`src/hw/rtl/spv_pkg.sv`:
```
// Shared types, constants and CRC step function for the space packet validator.
`default_nettype none
package spv_pkg;

   // Packet layout
   localparam int unsigned HdrBytes  = 6;
   localparam int unsigned CrcBytes  = 2;
   localparam int unsigned PosWidth  = 17;
   localparam logic [10:0] IdleApid  = 11'h7FF;

   // Verdict codes
   localparam logic [2:0] STATUS_OK       = 3'd0;
   localparam logic [2:0] STATUS_BAD_VER  = 3'd1;
   localparam logic [2:0] STATUS_SHORT    = 3'd2;
   localparam logic [2:0] STATUS_CRC_BAD  = 3'd3;
   localparam logic [2:0] STATUS_IDLE_SEC = 3'd4;
   localparam logic [2:0] STATUS_IDLE_MT  = 3'd5;

   // Register indexes
   localparam logic [1:0] REG_CRC_ENABLE = 2'd0;
   localparam logic [1:0] REG_CRC_POLY   = 2'd1;
   localparam logic [1:0] REG_CRC_INIT   = 2'd2;
   localparam logic [1:0] REG_CRC_FXOR   = 2'd3;

   // Register reset values
   localparam logic        RstCrcEnable = 1'b1;
   localparam logic [15:0] RstCrcPoly   = 16'h1021;
   localparam logic [15:0] RstCrcInit   = 16'hFFFF;
   localparam logic [15:0] RstCrcFxor   = 16'h0000;

   typedef struct packed {
      logic        crc_enable;
      logic [15:0] crc_poly;
      logic [15:0] crc_init;
      logic [15:0] crc_final_xor;
   } cfg_type;

   typedef struct packed {
      logic [15:0] received_crc;
      logic [15:0] data_length;
      logic [13:0] sequence_count;
      logic [1:0]  sequence_flags;
      logic        secondary_flag;
      logic        packet_type;
      logic [10:0] apid;
      logic [2:0]  status;
   } result_type;

   // One byte of an MSB-first CRC-16
   function automatic logic [15:0] crc_feed(input logic [15:0] crc, input logic [7:0] b,
                                             input logic [15:0] poly);
      logic [15:0] c;
      c = crc ^ {b, 8'h00};
      for (int i = 0; i < 8; i++) begin
         if (c[15]) begin
            c = {c[14:0], 1'b0} ^ poly;
         end else begin
            c = {c[14:0], 1'b0};
         end
      end
      return c;
   endfunction

endpackage
`default_nettype wire

```
`src/hw/rtl/spv_csr.sv`:
```
// Configuration register file with an APB-style write/read port.
`default_nettype none
module spv_csr (
   input  wire logic            clock,
   input  wire logic            reset,
   input  wire logic            csr_psel,
   input  wire logic            csr_penable,
   input  wire logic            csr_pwrite,
   input  wire logic [3:0]      csr_paddr,
   input  wire logic [31:0]     csr_pwdata,
   output logic [31:0]          csr_prdata,
   output logic                 csr_pready,
   output spv_pkg::cfg_type     cfg
);

   spv_pkg::cfg_type cfg_ff, cfg_in;
   logic             wr_en;
   logic [1:0]       reg_idx;

   assign csr_pready = 1'b1;
   assign wr_en      = csr_psel && csr_penable && csr_pwrite;
   assign reg_idx    = csr_paddr[3:2];

   // Update the addressed register
   always_comb begin
      cfg_in = cfg_ff;
      if (wr_en) begin
         case (reg_idx)
            spv_pkg::REG_CRC_ENABLE: cfg_in.crc_enable    = csr_pwdata[0];
            spv_pkg::REG_CRC_POLY:   cfg_in.crc_poly      = csr_pwdata[15:0];
            spv_pkg::REG_CRC_INIT:   cfg_in.crc_init      = csr_pwdata[15:0];
            spv_pkg::REG_CRC_FXOR:   cfg_in.crc_final_xor = csr_pwdata[15:0];
            default:                 cfg_in = cfg_ff;
         endcase
      end
   end

   always_ff @(posedge clock) begin
      if (reset) begin
         cfg_ff.crc_enable    <= spv_pkg::RstCrcEnable;
         cfg_ff.crc_poly      <= spv_pkg::RstCrcPoly;
         cfg_ff.crc_init      <= spv_pkg::RstCrcInit;
         cfg_ff.crc_final_xor <= spv_pkg::RstCrcFxor;
      end else begin
         cfg_ff <= cfg_in;
      end
   end

   // Read back the addressed register
   always_comb begin
      case (reg_idx)
         spv_pkg::REG_CRC_ENABLE: csr_prdata = {31'd0, cfg_ff.crc_enable};
         spv_pkg::REG_CRC_POLY:   csr_prdata = {16'd0, cfg_ff.crc_poly};
         spv_pkg::REG_CRC_INIT:   csr_prdata = {16'd0, cfg_ff.crc_init};
         spv_pkg::REG_CRC_FXOR:   csr_prdata = {16'd0, cfg_ff.crc_final_xor};
         default:                 csr_prdata = 32'd0;
      endcase
   end

   assign cfg = cfg_ff;

endmodule
`default_nettype wire

```
`src/hw/rtl/spv_core.sv`:
```
// Packet parser: header capture, running CRC, tail delay and verdict logic.
`default_nettype none
module spv_core (
   input  wire logic               clock,
   input  wire logic               reset,
   input  wire logic               step,
   input  wire logic [7:0]         data_byte,
   input  wire spv_pkg::cfg_type   cfg,
   output logic                    res_valid,
   output spv_pkg::result_type     res
);

   localparam logic [16:0] HdrLast  = 17'(spv_pkg::HdrBytes - 1);
   localparam logic [16:0] BodyMin  = 17'(spv_pkg::HdrBytes);
   localparam logic [16:0] TailFeed = 17'(spv_pkg::HdrBytes + spv_pkg::CrcBytes);
   localparam logic [16:0] PosMax   = 17'(spv_pkg::HdrBytes) + 17'h0FFFF;

   logic [16:0] pos_ff, pos_in;
   logic [47:0] hdr_ff, hdr_in;
   logic [15:0] crc_ff, crc_in;
   logic [15:0] tail_ff, tail_in;

   logic        in_header;
   logic [15:0] crc_base;
   logic [15:0] crc_hdr;
   logic [15:0] crc_body;
   logic [16:0] body_idx;
   logic [15:0] len;
   logic [47:0] hdr_view;
   logic [2:0]  status;
   logic [15:0] rcrc;

   assign in_header = pos_ff < BodyMin;
   assign crc_base  = (pos_ff == 17'd0) ? cfg.crc_init : crc_ff;
   assign crc_hdr   = spv_pkg::crc_feed(crc_base, data_byte, cfg.crc_poly);
   assign crc_body  = (pos_ff >= TailFeed) ?
                      spv_pkg::crc_feed(crc_ff, tail_ff[15:8], cfg.crc_poly) : crc_ff;
   assign body_idx  = pos_ff - BodyMin;
   assign len       = hdr_ff[15:0];

   // Advance the packet state and decide the verdict for this byte
   always_comb begin
      pos_in    = pos_ff;
      hdr_in    = hdr_ff;
      crc_in    = crc_ff;
      tail_in   = tail_ff;
      res_valid = 1'b0;
      status    = spv_pkg::STATUS_OK;
      rcrc      = 16'd0;
      hdr_view  = hdr_ff;
      if (in_header) begin
         hdr_in   = {hdr_ff[39:0], data_byte};
         hdr_view = hdr_in;
         crc_in   = crc_hdr;
         pos_in   = pos_ff + 17'd1;
         if (pos_ff == HdrLast) begin
            tail_in = 16'd0;
            if (hdr_ff[39:37] != 3'd0) begin
               res_valid = 1'b1;
               status    = spv_pkg::STATUS_BAD_VER;
               pos_in    = 17'd0;
            end
         end
      end else begin
         crc_in  = crc_body;
         tail_in = {tail_ff[7:0], data_byte};
         if (body_idx < {1'b0, len}) begin
            pos_in = pos_ff + 17'd1;
         end else begin
            res_valid = 1'b1;
            pos_in    = 17'd0;
            if (cfg.crc_enable) begin
               if (len == 16'd0) begin
                  status = spv_pkg::STATUS_SHORT;
               end else begin
                  rcrc = tail_in;
                  if ((crc_body ^ cfg.crc_final_xor) != tail_in) begin
                     status = spv_pkg::STATUS_CRC_BAD;
                  end
               end
            end
            if (status == spv_pkg::STATUS_OK && hdr_ff[42:32] == spv_pkg::IdleApid) begin
               if (hdr_ff[43]) begin
                  status = spv_pkg::STATUS_IDLE_SEC;
               end else if (cfg.crc_enable && len == 16'd1) begin
                  status = spv_pkg::STATUS_IDLE_MT;
               end
            end
         end
      end
   end

   // Pack the result fields from the header
   always_comb begin
      res.status         = status;
      res.apid           = hdr_view[42:32];
      res.packet_type    = hdr_view[44];
      res.secondary_flag = hdr_view[43];
      res.sequence_flags = hdr_view[31:30];
      res.sequence_count = hdr_view[29:16];
      res.data_length    = hdr_view[15:0];
      res.received_crc   = rcrc;
   end

   always_ff @(posedge clock) begin
      if (reset) begin
         pos_ff  <= 17'd0;
         hdr_ff  <= 48'd0;
         crc_ff  <= spv_pkg::RstCrcInit;
         tail_ff <= 16'd0;
      end else if (step) begin
         pos_ff  <= pos_in;
         hdr_ff  <= hdr_in;
         crc_ff  <= crc_in;
         tail_ff <= tail_in;
      end
   end

   // Position never runs past the longest body
   a_pos_range: assert property (@(posedge clock) disable iff (reset) pos_ff <= PosMax)
      else $error("packet position out of range");

   // A verdict always restarts header collection
   a_verdict_restart: assert property (@(posedge clock) disable iff (reset)
      step && res_valid |=> pos_ff == 17'd0)
      else $error("position not cleared after verdict");

   // Header bytes never give a verdict except on a bad version at the sixth byte
   a_hdr_verdict: assert property (@(posedge clock) disable iff (reset)
      in_header && res_valid |-> pos_ff == HdrLast && status == spv_pkg::STATUS_BAD_VER)
      else $error("unexpected verdict during header");

endmodule
`default_nettype wire

```
`src/hw/rtl/space_packet_validator_top.sv`:
```
// Top level of the space packet validator: stream ports, input and result registers.
// A request waits in the input register until the result slot can take a verdict; the parser
//   then takes it, and its verdict, if any, is loaded into the result register and shown on rsp_.
// Throughput: one byte per cycle while the result stream is not stalled; the single-byte CRC step
//   and the header/length compare fit between the input register and the result register.
// Reset (synchronous, active high) empties both registers, restarts header
//   collection and restores the register reset values; no clearing pass follows.
`default_nettype none
module space_packet_validator_top (
   input  wire logic        clock,
   input  wire logic        reset,
   // request stream
   input  wire logic        req_tvalid,
   output logic             req_tready,
   input  wire logic [7:0]  req_tdata,   // [7:0] data_byte
   // result stream
   output logic             rsp_tvalid,
   input  wire logic        rsp_tready,
   output logic [63:0]      rsp_tdata,   // [2:0] status, [13:3] apid, [14] packet_type,
                                         // [15] secondary_flag, [17:16] sequence_flags,
                                         // [31:18] sequence_count, [47:32] data_length,
                                         // [63:48] received_crc
   // configuration
   input  wire logic        csr_psel,
   input  wire logic        csr_penable,
   input  wire logic        csr_pwrite,
   input  wire logic [3:0]  csr_paddr,
   input  wire logic [31:0] csr_pwdata,
   output logic [31:0]      csr_prdata,
   output logic             csr_pready
);

   spv_pkg::cfg_type    cfg;
   spv_pkg::result_type res;
   logic                res_valid;

   logic       in_valid_ff, in_valid_in;
   logic [7:0] in_byte_ff;
   logic       out_valid_ff, out_valid_in;
   logic [63:0] out_data_ff;
   logic       advance;
   logic       req_fire;

   spv_csr u_csr (
      .clock       (clock),
      .reset       (reset),
      .csr_psel    (csr_psel),
      .csr_penable (csr_penable),
      .csr_pwrite  (csr_pwrite),
      .csr_paddr   (csr_paddr),
      .csr_pwdata  (csr_pwdata),
      .csr_prdata  (csr_prdata),
      .csr_pready  (csr_pready),
      .cfg         (cfg)
   );

   spv_core u_core (
      .clock     (clock),
      .reset     (reset),
      .step      (advance),
      .data_byte (in_byte_ff),
      .cfg       (cfg),
      .res_valid (res_valid),
      .res       (res)
   );

   // Move the held request into the parser when the result slot can take a verdict
   assign advance    = in_valid_ff && (!out_valid_ff || rsp_tready);
   assign req_tready = !in_valid_ff || advance;
   assign req_fire   = req_tvalid && req_tready;

   always_comb begin
      in_valid_in = in_valid_ff;
      if (req_fire) begin
         in_valid_in = 1'b1;
      end else if (advance) begin
         in_valid_in = 1'b0;
      end
   end

   // Load a verdict, or drop the one just taken
   always_comb begin
      out_valid_in = out_valid_ff;
      if (advance && res_valid) begin
         out_valid_in = 1'b1;
      end else if (rsp_tready) begin
         out_valid_in = 1'b0;
      end
   end

   always_ff @(posedge clock) begin
      if (reset) begin
         in_valid_ff  <= 1'b0;
         out_valid_ff <= 1'b0;
      end else begin
         in_valid_ff  <= in_valid_in;
         out_valid_ff <= out_valid_in;
      end
   end

   // Payload registers hold without reset
   always_ff @(posedge clock) begin
      if (req_fire) begin
         in_byte_ff <= req_tdata;
      end
      if (advance && res_valid) begin
         out_data_ff <= res;
      end
   end

   assign rsp_tvalid = out_valid_ff;
   assign rsp_tdata  = out_data_ff;

endmodule
`default_nettype wire
```
`config.mk`:
```
export PLATFORM = sky130hd
export DESIGN_NAME = space_packet_validator_top
export DESIGN_NICKNAME = d
export VERILOG_FILES = /design/src/hw/rtl/spv_pkg.sv /design/src/hw/rtl/spv_csr.sv /design/src/hw/rtl/spv_core.sv /design/src/hw/rtl/space_packet_validator_top.sv
export SDC_FILE = /design/constraint.sdc
export NUM_CORES = 1
export LEC_CHECK = 0
export BUFFER_PORTS_ARGS = -buffer_cell sky130_fd_sc_hd__buf_2
export CELL_PAD_IN_SITES_DETAIL_PLACEMENT = 0
export CELL_PAD_IN_SITES_GLOBAL_PLACEMENT = 1
export CORE_AREA = 2 2 202 204
export CTS_BUF_LIST = sky130_fd_sc_hd__clkbuf_4 sky130_fd_sc_hd__clkbuf_8
export DETAILED_ROUTE_END_ITERATION = 10
export DIE_AREA = 0 0 204 206
export PLACE_DENSITY_LB_ADDON = 0.1
export SYNTH_ARGS = -nofsm -noshare
export SYNTH_HDL_FRONTEND = slang
export SYNTH_SLANG_ARGS = --single-unit
```
`constraint.sdc`:
```
create_clock -name clock -period 5 [get_ports clock]
set_input_delay 0.75 -clock clock [delete_from_list [all_inputs] [get_ports clock]]
set_output_delay 0.75 -clock clock [all_outputs]
set_load 0.01 [all_outputs]
```
==> impl_metrics.py, run 1 <==
metrics = {
    "run_status": {
        "outcome": "finished with violations",
        "violations": "negative setup slack",
    },
    "yosys": {
        "yosysWarnings": 0,
        "syn_area_sq_mm": 0.0166,
        "ys_types": 94,
        "yosysTopAreaCellShare_pct": 17.5,
        "synth_cells": 2100,
        "yosysMostFrequentCell": "nand2_1",
        "yosysTopAreaCell": "dfxtp_1",
        "synthFlopType": "dfxtp_1",
        "synth-edff-count": 72,
        "synth_area_leaders": "dfxtp_1 17%, edfxtp_1 13%, nand2_1 10%, xnor2_1 10%, a21oi_1 4.1%",
        "ys_ff_latch": 217,
        "synthArstFlopShare_pct": 0,
        "seq_area_frac_synth_pct": 30.5,
        "synth_area_per_cell_sq_um": 7.91,
        "synth_common_cells": "452 x nand2_1, 192 x xnor2_1, 145 x dfxtp_1",
    },
    "sta": {
        "finalHoldViolations": 0,
        "fin_hold_ws_ns": 0.334,
        "finClkSkew_ns": 0.0563,
        "finalSetupViolCount": 18,
        "grt_setup_unrepaired": "yes",
        "slew_headroom_pct": 27.3,
        "period_share_pct": 104,
        "worstMarginPinSlew_ns": 1.09,
        "maxSlewViolCount": 0,
        "fin_ws_ns": -0.183,
        "fmax_mhz": 193,
        "fin_crit_ns": 5.18,
    },
    "clocking": {
        "cts_made_buffers": 39,
        "cts_root_buf": "clkbuf_8",
        "clk_latency_ns": 0.61,
        "cts_sinks": 217,
        "ctsLongestPathBuffers": 3,
        "cts_hold_buf": 0,
        "cts_tree": "built",
        "clkTransAtPathRegs_ns": 0.06,
        "htree_levels": 2,
    },
    "global_route": {
        "grt_antenna_before_repair": 0,
        "grt_pass1_vias": 16200,
        "grt_pass1_wl_mm": 99.8,
        "overflow": 0,
        "grt_max_degree": 82,
        "track_usage_pct": 31.5,
    },
    "place": {
        "gp_congestion": 0.965,
        "io_buffers": 114,
        "place_ws_ns": -0.590,
        "hpwl_mm": 50.2,
    },
    "floorplanning": {
        "die-area_sq_mm": 0.0420,
        "dieWidth_um": 204,
        "placement_rows": 74,
        "core_area_sq_mm": 0.0402,
        "ios": 150,
        "start_util_pct": 41.3,
        "chipHeight_um": 206,
    },
    "routing": {
        "drc_errors": 0,
        "num_vias": 16900,
        "first_pass_iters": 5,
        "wl_mm": 67.4,
        "wire_per_inst_um": 22.5,
        "viasPerCell": 5.65,
        "ant_nets": 0,
        "drt_iter0_markers": 1413,
    },
    "worst_hold_path": {
        "worstHoldPathType": "in2reg",
        "hold_depth": 1,
        "hold_path_end": "in_byte_ff[2]",
        "hp-start": "req_tdata[2]",
    },
    "worst_setup_path": {
        "crit_top_cell": "buf_4",
        "endpoint_kind": "flop",
        "r2r_cells": 23,
        "r2r_slack_ns": -0.18,
        "criticalPathCategory": "reg2reg",
        "cp_cell_sequence": "inv_2 -> ha_4 -> or4b_4 -> or4_4 -> mux2i_4 -> xnor2_4 -> buf_12 -> buf_4 -> o22ai_4 -> buf_4 -> nor4_4 -> nor2_4 -> a22o_1 -> o21a_2 -> buf_4 -> nor4_1 -> a211oi_2 -> xnor2_2 -> buf_12 -> buf_6 -> nand2_2 -> xnor3_1 -> a221oi_2",
        "max_stage_delay_ns": 0.49,
        "cp_data_required_time_ns": 5.52,
        "critPathBufInv": 7,
        "timing.rr.end": "u_core.crc_ff[10]",
        "crit_family": "simple AND/OR/NAND/NOR gates",
        "start_kind": "flop",
        "slowest_stage": "or4_4",
        "crit_arrival_ns": 5.70,
        "crit_fanout": 7,
        "crit-reg2reg-launch": "u_core.pos_ff[0]",
    },
    "power": {
        "p_leak_uw": 0.00876,
        "ir_drop_mv": 0.151,
        "cellPowerDensity_mw_per_mm2": 292,
    },
    "cells_and_area": {
        "fill_cells": 3826,
        "final_util_pct": 55.1,
        "insertedDiodeCount": 0,
        "layout-drive-gt1-share_pct": 31.5,
        "areaGrowthSynthToFinish_pct": 33.3,
        "final_nets": 2505,
    },
    "job": {
        "drv_cap": 0,
    },
}
## cells by family (layout without fill, tap and decap cells)
| group | Yosys count | in the layout | synth area share [%] |
|---|---|---|---|
| other | 2 | 17 | 0.0452 |
| XOR/XNOR | 288 | 288 | 17.3 |
| flip-flops | 217 | 217 | 30.5 |
| AO/OA/AOI/OAI | 489 | 489 | 19.8 |
| AND/OR/NAND/NOR | 806 | 806 | 21.7 |
| adder cells (fa/ha/maj) | 19 | 19 | 1.43 |
| buffers and inverters | 230 | 581 | 5.93 |
| multiplexers | 49 | 49 | 3.26 |
## registers in the layout (all words and copies together), names as in the netlist
signal and cells:
u_core.crc_ff 16, rsp_tvalid 1, u_core.pos_ff 17, in_byte_ff 8, u_core.tail_ff 16, u_csr.cfg 49
u_core.hdr_ff 45, in_valid_ff 1, rsp_tdata 64
## cells in the final DEF (no fill, tap or decap), types with 9 or more instances in the layout
master      n
a211oi_1   31
a21o_1     15
edfxtp_1   72
xnor2_2    36
nand2b_1   11
buf_2     114
o22ai_1    19
nand2_4    11
nor3_1     30
conb_1     17
nand3_1    61
nor4_1     16
and2_1     23
clkbuf_4   12
clkbuf_8   45
buf_4     321
xnor2_1   152
xor2_1     59
a22o_1     18
xnor3_1    14
buf_6      27
and3_1     17
nor2_1     96
o21ai_1     9
a21oi_1   130
mux2_2     18
nor2_2      9
nor2b_1     9
nand4_1    15
dfxtp_1   134
mux2i_1    20
a22oi_1    18
inv_1      30
clkinv_1    9
ha_1       18
buf_12     10
nand2_1   434
o21ai_0    84
xnor2_4    14
o211ai_1   22
## worst reg2reg max path, cell delays in order, from the launching register on
cell and delay, ns:
dfxtp_2 0.32, inv_2 0.07, ha_4 0.12, or4b_4 0.47
or4_4 0.49, mux2i_4 0.30, xnor2_4 0.16, buf_12 0.16
buf_4 0.13, o22ai_4 0.09, buf_4 0.16, nor4_4 0.20
nor2_4 0.11, a22o_1 0.29, o21a_2 0.24, buf_4 0.15
nor4_1 0.27, a211oi_2 0.11, xnor2_2 0.27, buf_12 0.17
buf_6 0.10, nand2_2 0.04, xnor3_1 0.42, a221oi_2 0.25
## per-layer routing
layer  track usage [%]  up-vias  part of all wire (%)
met1              40.1     8138                    42
met2              52.4      657                    47
li1                  -     8001                     -
met4              14.9        0                   5.1
met5                 0        -                     0
met3              4.89      139                   6.5
## power by group
part	switching, uW	leakage, uW	internal [uW]
Combinational	1430	0.00644	1420
Clock	787	0.000410	916
Sequential	69.2	0.00191	1850
Total	2280	0.00876	4180
## worst max path at each step
stage	from	end	slack (ns)	depth (start not counted)
2_1_floorplan	u_core.pos_ff[3]	u_core.crc_ff[10]	-0.01	19
3_3_place_gp	u_core.pos_ff[9]	u_core.crc_ff[10]	-0.65	19
3_5_place_dp	u_core.pos_ff[9]	u_core.crc_ff[4]	-0.59	22
4_1_cts	u_core.pos_ff[9]	u_core.crc_ff[10]	-0.21	19
5_1_grt	u_core.pos_ff[0]	u_core.crc_ff[6]	-0.38	23
6_report	u_core.pos_ff[0]	u_core.crc_ff[10]	-0.18	23
## cell type report
cell class / instances / area, sq um / share of cell area (%)
tap: 532 / 666 / 3.01
timing repair buffer: 474 / 3510 / 15.9
clock buffer: 57 / 709 / 3.21
multi-input combinational: 1668 / 11900 / 53.9
clock inverter: 15 / 77.6 / 0.351
sequential: 217 / 5090 / 23.0
inverter: 35 / 135 / 0.611
## what timing repair did
action                                  in CTS  in global routing
buffers inserted                            34                 14
pin swaps                                   58                 53
gates resized for setup                    153                108
cloned                                       0                  1
endpoints found under the setup margin      19                 19
## metrics by stage
| stage | power [uW] | cell area, sq um | instances | TNS, ns |
|---|---|---|---|---|
| 2_1_floorplan | 3250 | 16800 | 2115 | -0.0123 |
| 5_1_grt | 6740 | 22100 | 2998 | -5.42 |
| 3_3_place_gp | 4250 | 19700 | 2883 | -8.94 |
| 3_5_place_dp | 4270 | 19700 | 2883 | -9.18 |
| 4_1_cts | 6240 | 21400 | 2986 | -2.19 |
| 6_report | 6470 | 22100 | 2998 | -2.00 |
Power figures use the tool's default switching activity.
==> run 2, diff against run 1 <==
--- a/config.mk
+++ b/config.mk
@@ -6,12 +6,13 @@
 export NUM_CORES = 1
 export LEC_CHECK = 0
 export BUFFER_PORTS_ARGS = -buffer_cell sky130_fd_sc_hd__buf_2
+export CAP_MARGIN = 10
 export CELL_PAD_IN_SITES_DETAIL_PLACEMENT = 0
 export CELL_PAD_IN_SITES_GLOBAL_PLACEMENT = 1
-export CORE_AREA = 2 2 202 204
+export CORE_AREA = 2 2 186 188
 export CTS_BUF_LIST = sky130_fd_sc_hd__clkbuf_4 sky130_fd_sc_hd__clkbuf_8
 export DETAILED_ROUTE_END_ITERATION = 10
-export DIE_AREA = 0 0 204 206
+export DIE_AREA = 0 0 188 190
 export PLACE_DENSITY_LB_ADDON = 0.1
 export SYNTH_ARGS = -nofsm -noshare
 export SYNTH_HDL_FRONTEND = slang
==> constraint.sdc (replaced) <==
create_clock -name clock -period 6.5 [get_ports clock]
set_input_delay 0.975 -clock clock [delete_from_list [all_inputs] [get_ports clock]]
set_output_delay 0.975 -clock clock [all_outputs]
set_load 0.01 [all_outputs]
==> run 2 against run 1 <==
The flow now finishes without violations. Core utilization shrank 0.28 points. Count of clock-buffer cells in the layout up 1. Global-route usage is 2.2 points higher. Maximum frequency is 18% lower. Non-clock buffer count decreased by 262. Cell area shrank 16%. Critical path type unchanged. Sequential power down 22%. Clock power shrank 16%. Critical endpoint is now u_core.crc_ff[14]. Clock skew shrank 0.027 ns. Die area decreased by 15%.
==> impl_metrics.py, run 2 (synthesis results as in run 1) <==
metrics = {
    "run_status": {
        "outcome": "finished clean",
    },
    "place": {
        "place_ws_ns": 0.172,
        "io_buffers": 114,
        "hpwl_mm": 44.6,
        "gp_congestion": 0.996,
    },
    "clocking": {
        "cts_resized": 0,
        "cts_hold_buf": 0,
        "htree_levels": 2,
        "cts_made_buffers": 39,
        "clkTransAtPathRegs_ns": 0.06,
        "cts_root_buf": "clkbuf_8",
        "cts_setup_buffers": 0,
        "clk_latency_ns": 0.60,
        "ctsLongestPathBuffers": 3,
        "cts_tree": "built",
        "cts_sinks": 217,
    },
    "floorplanning": {
        "start_util_pct": 48.9,
        "placement_rows": 68,
        "die-area_sq_mm": 0.0357,
        "chipHeight_um": 190,
        "ios": 150,
        "core_area_sq_mm": 0.0339,
        "dieWidth_um": 188,
    },
    "sta": {
        "period_share_pct": 97.2,
        "worstMarginPinSlew_ns": 1.09,
        "fin_crit_ns": 6.32,
        "fin_ws_ns": 0.185,
        "maxSlewViolCount": 0,
        "fmax_mhz": 158,
        "finalHoldViolations": 0,
        "fin_hold_ws_ns": 0.459,
        "finClkSkew_ns": 0.0295,
        "tns_ns": 0,
        "grt_setup_unrepaired": "no",
        "finalSetupViolCount": 0,
        "slew_headroom_pct": 26.9,
    },
    "power": {
        "power.switching_uw": 1530,
        "p_int_uw": 2800,
        "power_switching_share_pct": 35.4,
        "cellPowerDensity_mw_per_mm2": 233,
        "sequentialPowerShare_pct": 34.3,
        "p_leak_uw": 0.00701,
        "clockPowerShare_pct": 32.7,
        "pwr-share-comb_pct": 33.0,
        "ir_drop_mv": 0.130,
    },
    "cells_and_area": {
        "mostFrequentLayoutCells": "451 x nand2_1, 190 x xnor2_1, 144 x dfxtp_1",
        "layout-drive-gt1-share_pct": 16.0,
        "fill_cells": 3244,
        "largest_reg_flops": 64,
        "insertedDiodeCount": 0,
        "final_common_cell": "nand2_1",
        "final_nets": 2243,
        "final_util_pct": 54.8,
        "areaGrowthSynthToFinish_pct": 12.0,
    },
    "routing": {
        "m1WireLength_mm": 25.1,
        "dr_wl_met2_mm": 27.7,
        "drt_iter0_markers": 1593,
        "wire_per_inst_um": 22.8,
        "first_pass_iters": 5,
        "drc_errors": 0,
        "viasPerCell": 6.00,
        "wl_mm": 60.6,
        "met3_length_mm": 4.15,
        "highest_layer": "met4",
        "num_vias": 15900,
        "ant_nets": 0,
    },
    "worst_setup_path": {
        "slowest_stage": "or4b_2",
        "crit_fanout": 10,
        "critPathBufInv": 2,
        "crit_arrival_ns": 6.69,
        "cp_data_required_time_ns": 6.88,
        "cp_cell_sequence": "inv_1 -> ha_1 -> or4b_2 -> nor4_1 -> mux2i_1 -> mux2_2 -> mux2i_1 -> o22ai_2 -> nor3_2 -> xnor3_1 -> xnor2_4 -> xnor3_1 -> o221a_1 -> a31o_4 -> xnor2_4 -> buf_4 -> nor2_1 -> xnor2_1 -> a21oi_1",
        "endpoint_kind": "flop",
        "max_stage_delay_ns": 0.63,
        "criticalPathCategory": "reg2reg",
        "start_kind": "flop",
        "crit_family": "XOR/XNOR gates",
    },
    "worst_hold_path": {
        "worstHoldPathType": "reg2reg",
    },
    "global_route": {
        "grt_max_degree": 86,
        "track_usage_pct": 33.7,
        "grt_antenna_before_repair": 0,
        "grt_pass1_vias": 14800,
        "overflow": 0,
        "grt_pass1_wl_mm": 92.1,
    },
    "job": {
        "drv_cap": 0,
    },
}
==> run 2: power groups by stage <==
| stage | registers [uW] | logic, uW | clock network, uW |
|---|---|---|---|
| detailed placement | 1510 | 1390 | 0 |
| global route | 1490 | 1520 | 1500 |
| global placement | 1510 | 1390 | 0 |
| CTS | 1480 | 1400 | 1440 |
| finish | 1490 | 1430 | 1420 |
| floorplan | 1470 | 1010 | 0 |
==> run 2: layout make-up <==
cell class	count	area [sq um]	share of cell area (%)
Multi-Input combinational cell	1668	10700	57.3
Clock inverter	13	140	0.753
Timing Repair Buffer	212	1310	7.06
Sequential cell	217	5070	27.2
Tap cell	455	569	3.06
Inverter	35	131	0.706
Clock buffer	58	717	3.85
==> run 2: worst min-delay path, cell delays in order (launching register included) <==
cell and delay [ns]:
dfxtp_1 0.31, nand2_1 0.05, a21oi_1 0.05
==> run 2: per-stage QoR <==
| step | std cells | area, sq um | power (uW) |
|---|---|---|---|
| 2_1_floorplan | 2115 | 16700 | 2480 |
| 3_3_place_gp | 2586 | 17700 | 2900 |
| 3_5_place_dp | 2586 | 17700 | 2900 |
| 4_1_cts | 2657 | 18600 | 4320 |
| 5_1_grt | 2658 | 18600 | 4510 |
| 6_report | 2658 | 18600 | 4340 |
==> run 2: layer usage <==
| layer | vias up | track usage (%) |
|---|---|---|
| met2 | 729 | 54.4 |
| met5 | - | 0 |
| li1 | 7481 | - |
| met4 | 0 | 18.7 |
| met1 | 7578 | 43.6 |
| met3 | 160 | 4.61 |
==> run 2: final timing paths <==
check | start | end | slack, ns | cells after the start
setup / recovery | u_core.pos_ff[1] | u_core.crc_ff[14] | 0.18 | 19
hold / removal | u_core.hdr_ff[44] | u_core.hdr_ff[44] | 0.46 | 2
setup reg to reg | u_core.pos_ff[1] | u_core.crc_ff[14] | 0.18 | 19
hold reg to reg | u_core.hdr_ff[44] | u_core.hdr_ff[44] | 0.46 | 2
==> run 3, diff against run 2 <==
--- a/config.mk
+++ b/config.mk
@@ -9,10 +9,10 @@
 export CAP_MARGIN = 10
 export CELL_PAD_IN_SITES_DETAIL_PLACEMENT = 0
 export CELL_PAD_IN_SITES_GLOBAL_PLACEMENT = 1
-export CORE_AREA = 2 2 186 188
+export CORE_AREA = 2 2 191 193
 export CTS_BUF_LIST = sky130_fd_sc_hd__clkbuf_4 sky130_fd_sc_hd__clkbuf_8
 export DETAILED_ROUTE_END_ITERATION = 10
-export DIE_AREA = 0 0 188 190
+export DIE_AREA = 0 0 193 195
 export PLACE_DENSITY_LB_ADDON = 0.1
 export SYNTH_ARGS = -nofsm -noshare
 export SYNTH_HDL_FRONTEND = slang
==> constraint.sdc (replaced) <==
create_clock -name clock -period 6 [get_ports clock]
set_input_delay 0.9 -clock clock [delete_from_list [all_inputs] [get_ports clock]]
set_output_delay 0.9 -clock clock [all_outputs]
set_load 0.01 [all_outputs]
==> run 3 against run 2 <==
Sequential power grew 8%. Power up 10%. Routed wire length rose by 1.2%. Via count is essentially flat. Worst hold slack worse by 0.0039 ns. Critical path type unchanged. Critical endpoint is now u_core.crc_ff[8]. Largest cell class unchanged.
==> impl_metrics.py, run 3 (synthesis results as in run 1) <==
metrics = {
    "run_status": {
        "outcome": "finished clean",
    },
    "cells_and_area": {
        "final_nets": 2274,
        "mostFrequentLayoutCells": "451 x nand2_1, 182 x xnor2_1, 143 x dfxtp_1",
        "register_area_sq_mm": 0.00507,
        "insertedDiodeCount": 0,
        "multiInputGateArea_sq_mm": 0.0108,
        "final_common_cell": "nand2_1",
        "design_area_sq_mm": 0.0190,
        "largest_reg_flops": 64,
        "stdcell_count": 2697,
        "fill_cells": 3496,
        "layout-drive-gt1-share_pct": 18.0,
        "areaGrowthSynthToFinish_pct": 14.5,
    },
    "clocking": {
        "cts_tree": "built",
        "clk_latency_ns": 0.61,
        "cts_sinks": 217,
        "htree_levels": 2,
        "cts_root_buf": "clkbuf_8",
        "clkTransAtPathRegs_ns": 0.06,
        "ctsLongestPathBuffers": 3,
        "cts_made_buffers": 41,
    },
    "place": {
        "io_buffers": 114,
        "place_ws_ns": -0.141,
        "gp_congestion": 0.943,
        "hpwl_mm": 45.1,
        "placed_area_sq_mm": 0.0179,
        "dp.cells": 2613,
    },
    "sta": {
        "fmax_mhz": 172,
        "worstMarginPinSlew_ns": 1.11,
        "fin_ws_ns": 0.178,
        "fin_crit_ns": 5.82,
        "finClkSkew_ns": 0.0297,
        "finalSetupViolCount": 0,
        "slew_headroom_pct": 26.0,
        "tns_ns": 0,
        "grt_setup_unrepaired": "yes",
        "maxSlewViolCount": 0,
        "finalHoldViolations": 0,
        "period_share_pct": 97.0,
    },
    "worst_setup_path": {
        "crit_fanout": 15,
        "criticalPathCategory": "reg2reg",
        "max_stage_delay_ns": 0.65,
        "crit_family": "simple AND/OR/NAND/NOR gates",
        "critPathBufInv": 3,
        "timing.rr.end": "u_core.crc_ff[8]",
        "crit_arrival_ns": 6.32,
        "slowest_stage": "or4b_2",
        "endpoint_kind": "flop",
        "r2r_cells": 19,
        "cp_data_required_time_ns": 6.50,
        "start_kind": "flop",
        "cp_cell_sequence": "inv_1 -> ha_1 -> or4b_2 -> or4_4 -> buf_4 -> mux2i_1 -> xnor2_1 -> nor4_2 -> nor2_2 -> o41ai_2 -> nor3_2 -> or2_4 -> o221a_1 -> a31o_4 -> xnor2_4 -> buf_4 -> nor2_1 -> xnor2_1 -> a221oi_2",
        "crit-reg2reg-launch": "u_core.pos_ff[1]",
        "r2r_slack_ns": 0.18,
    },
    "power": {
        "cellPowerDensity_mw_per_mm2": 252,
        "ir_drop_mv": 0.185,
        "p_leak_uw": 0.00724,
    },
    "floorplanning": {
        "placement_rows": 69,
        "core_area_sq_mm": 0.0354,
        "ios": 150,
        "die-area_sq_mm": 0.0376,
        "dieWidth_um": 193,
        "chipHeight_um": 195,
        "start_util_pct": 46.9,
    },
    "job": {
        "drv_cap": 0,
    },
    "routing": {
        "wl_mm": 61.3,
        "wire_per_inst_um": 22.7,
        "viasPerCell": 5.92,
        "drc_errors": 0,
        "num_vias": 16000,
        "drt_iter0_markers": 1278,
        "ant_nets": 0,
        "first_pass_iters": 5,
    },
    "global_route": {
        "grt_pass1_vias": 15000,
        "grt_pass1_wl_mm": 91.9,
        "grt_max_degree": 68,
        "track_usage_pct": 32.2,
        "overflow": 0,
        "grt_antenna_before_repair": 0,
    },
    "worst_hold_path": {
        "hold_depth": 2,
        "hold_path_end": "u_core.hdr_ff[44]",
        "worstHoldPathType": "reg2reg",
        "hp-start": "u_core.hdr_ff[44]",
    },
}
[run 3: what timing repair did]
| action | 4_1_cts | 5_1_grt |
|---|---|---|
| endpoints found under the setup margin | 4 | 18 |
| pin swaps | 0 | 6 |
| hold buffers | 0 | 0 |
| resized for setup | 4 | 23 |
| setup buffers | 0 | 9 |
[run 3: layout make-up]
cell class	instances	area share (%)
tap	461	3.03
multi-input combinational	1668	56.8
timing repair buffer	241	8.23
inverter	35	0.691
clock buffer	55	3.69
sequential	217	26.7
clock inverter	20	0.889
[run 3: metal layers]
layer | part of all wire (%) | GRT usage, %
met1 | 41 | 41.6
met2 | 46 | 51.6
met3 | 7.1 | 4.98
met4 | 5.5 | 17.6
met5 | 0 | 0
[run 3: worst register-to-register path: cells and delay by family, from the launching register on]
| kind | cells | cell delay [ns] |
|---|---|---|
| and+or+nand+nor | 7 | 2.25 |
| adders and majority gates | 1 | 0.20 |
| muxes | 1 | 0.26 |
| xor gates and xnor gates | 3 | 0.66 |
| DFF | 1 | 0.37 |
| buffers and inverters | 3 | 0.64 |
| AOI/OAI and AO/OA | 4 | 1.34 |
[run 3: per-stage QoR]
stage | total power, uW | hold slack [ns] | util (%)
after global routing | 4990 | 0.449 | 53.7
after floorplan | 2690 | 0.437 | -
final | 4790 | 0.455 | 53.7
after CTS | 4740 | 0.433 | 53.1
after global placement | 3160 | 0.442 | 50.6
after detailed placement | 3170 | 0.448 | 50.6
[run 3: worst max-delay path by stage]
stage / from / endpoint / slack, ns / cells past startpoint
finish: u_core.pos_ff[1] / u_core.crc_ff[8] / 0.18 / 19
global route: u_core.pos_ff[1] / u_core.crc_ff[8] / -0.04 / 20
CTS: u_core.crc_ff[15] / rsp_tdata[0] / 0.02 / 17
detailed placement: u_core.crc_ff[14] / rsp_tdata[0] / -0.14 / 16
global placement: u_core.crc_ff[14] / rsp_tdata[0] / -0.1 / 16
floorplan: u_core.pos_ff[4] / rsp_tdata[0] / 0.57 / 11
[run 3: report_power, final]
group | internal [uW] | leakage, uW | switching [uW]
registers | 1540 | 0.00191 | 68.6
clock network | 861 | 0.000469 | 697
logic | 691 | 0.00486 | 929
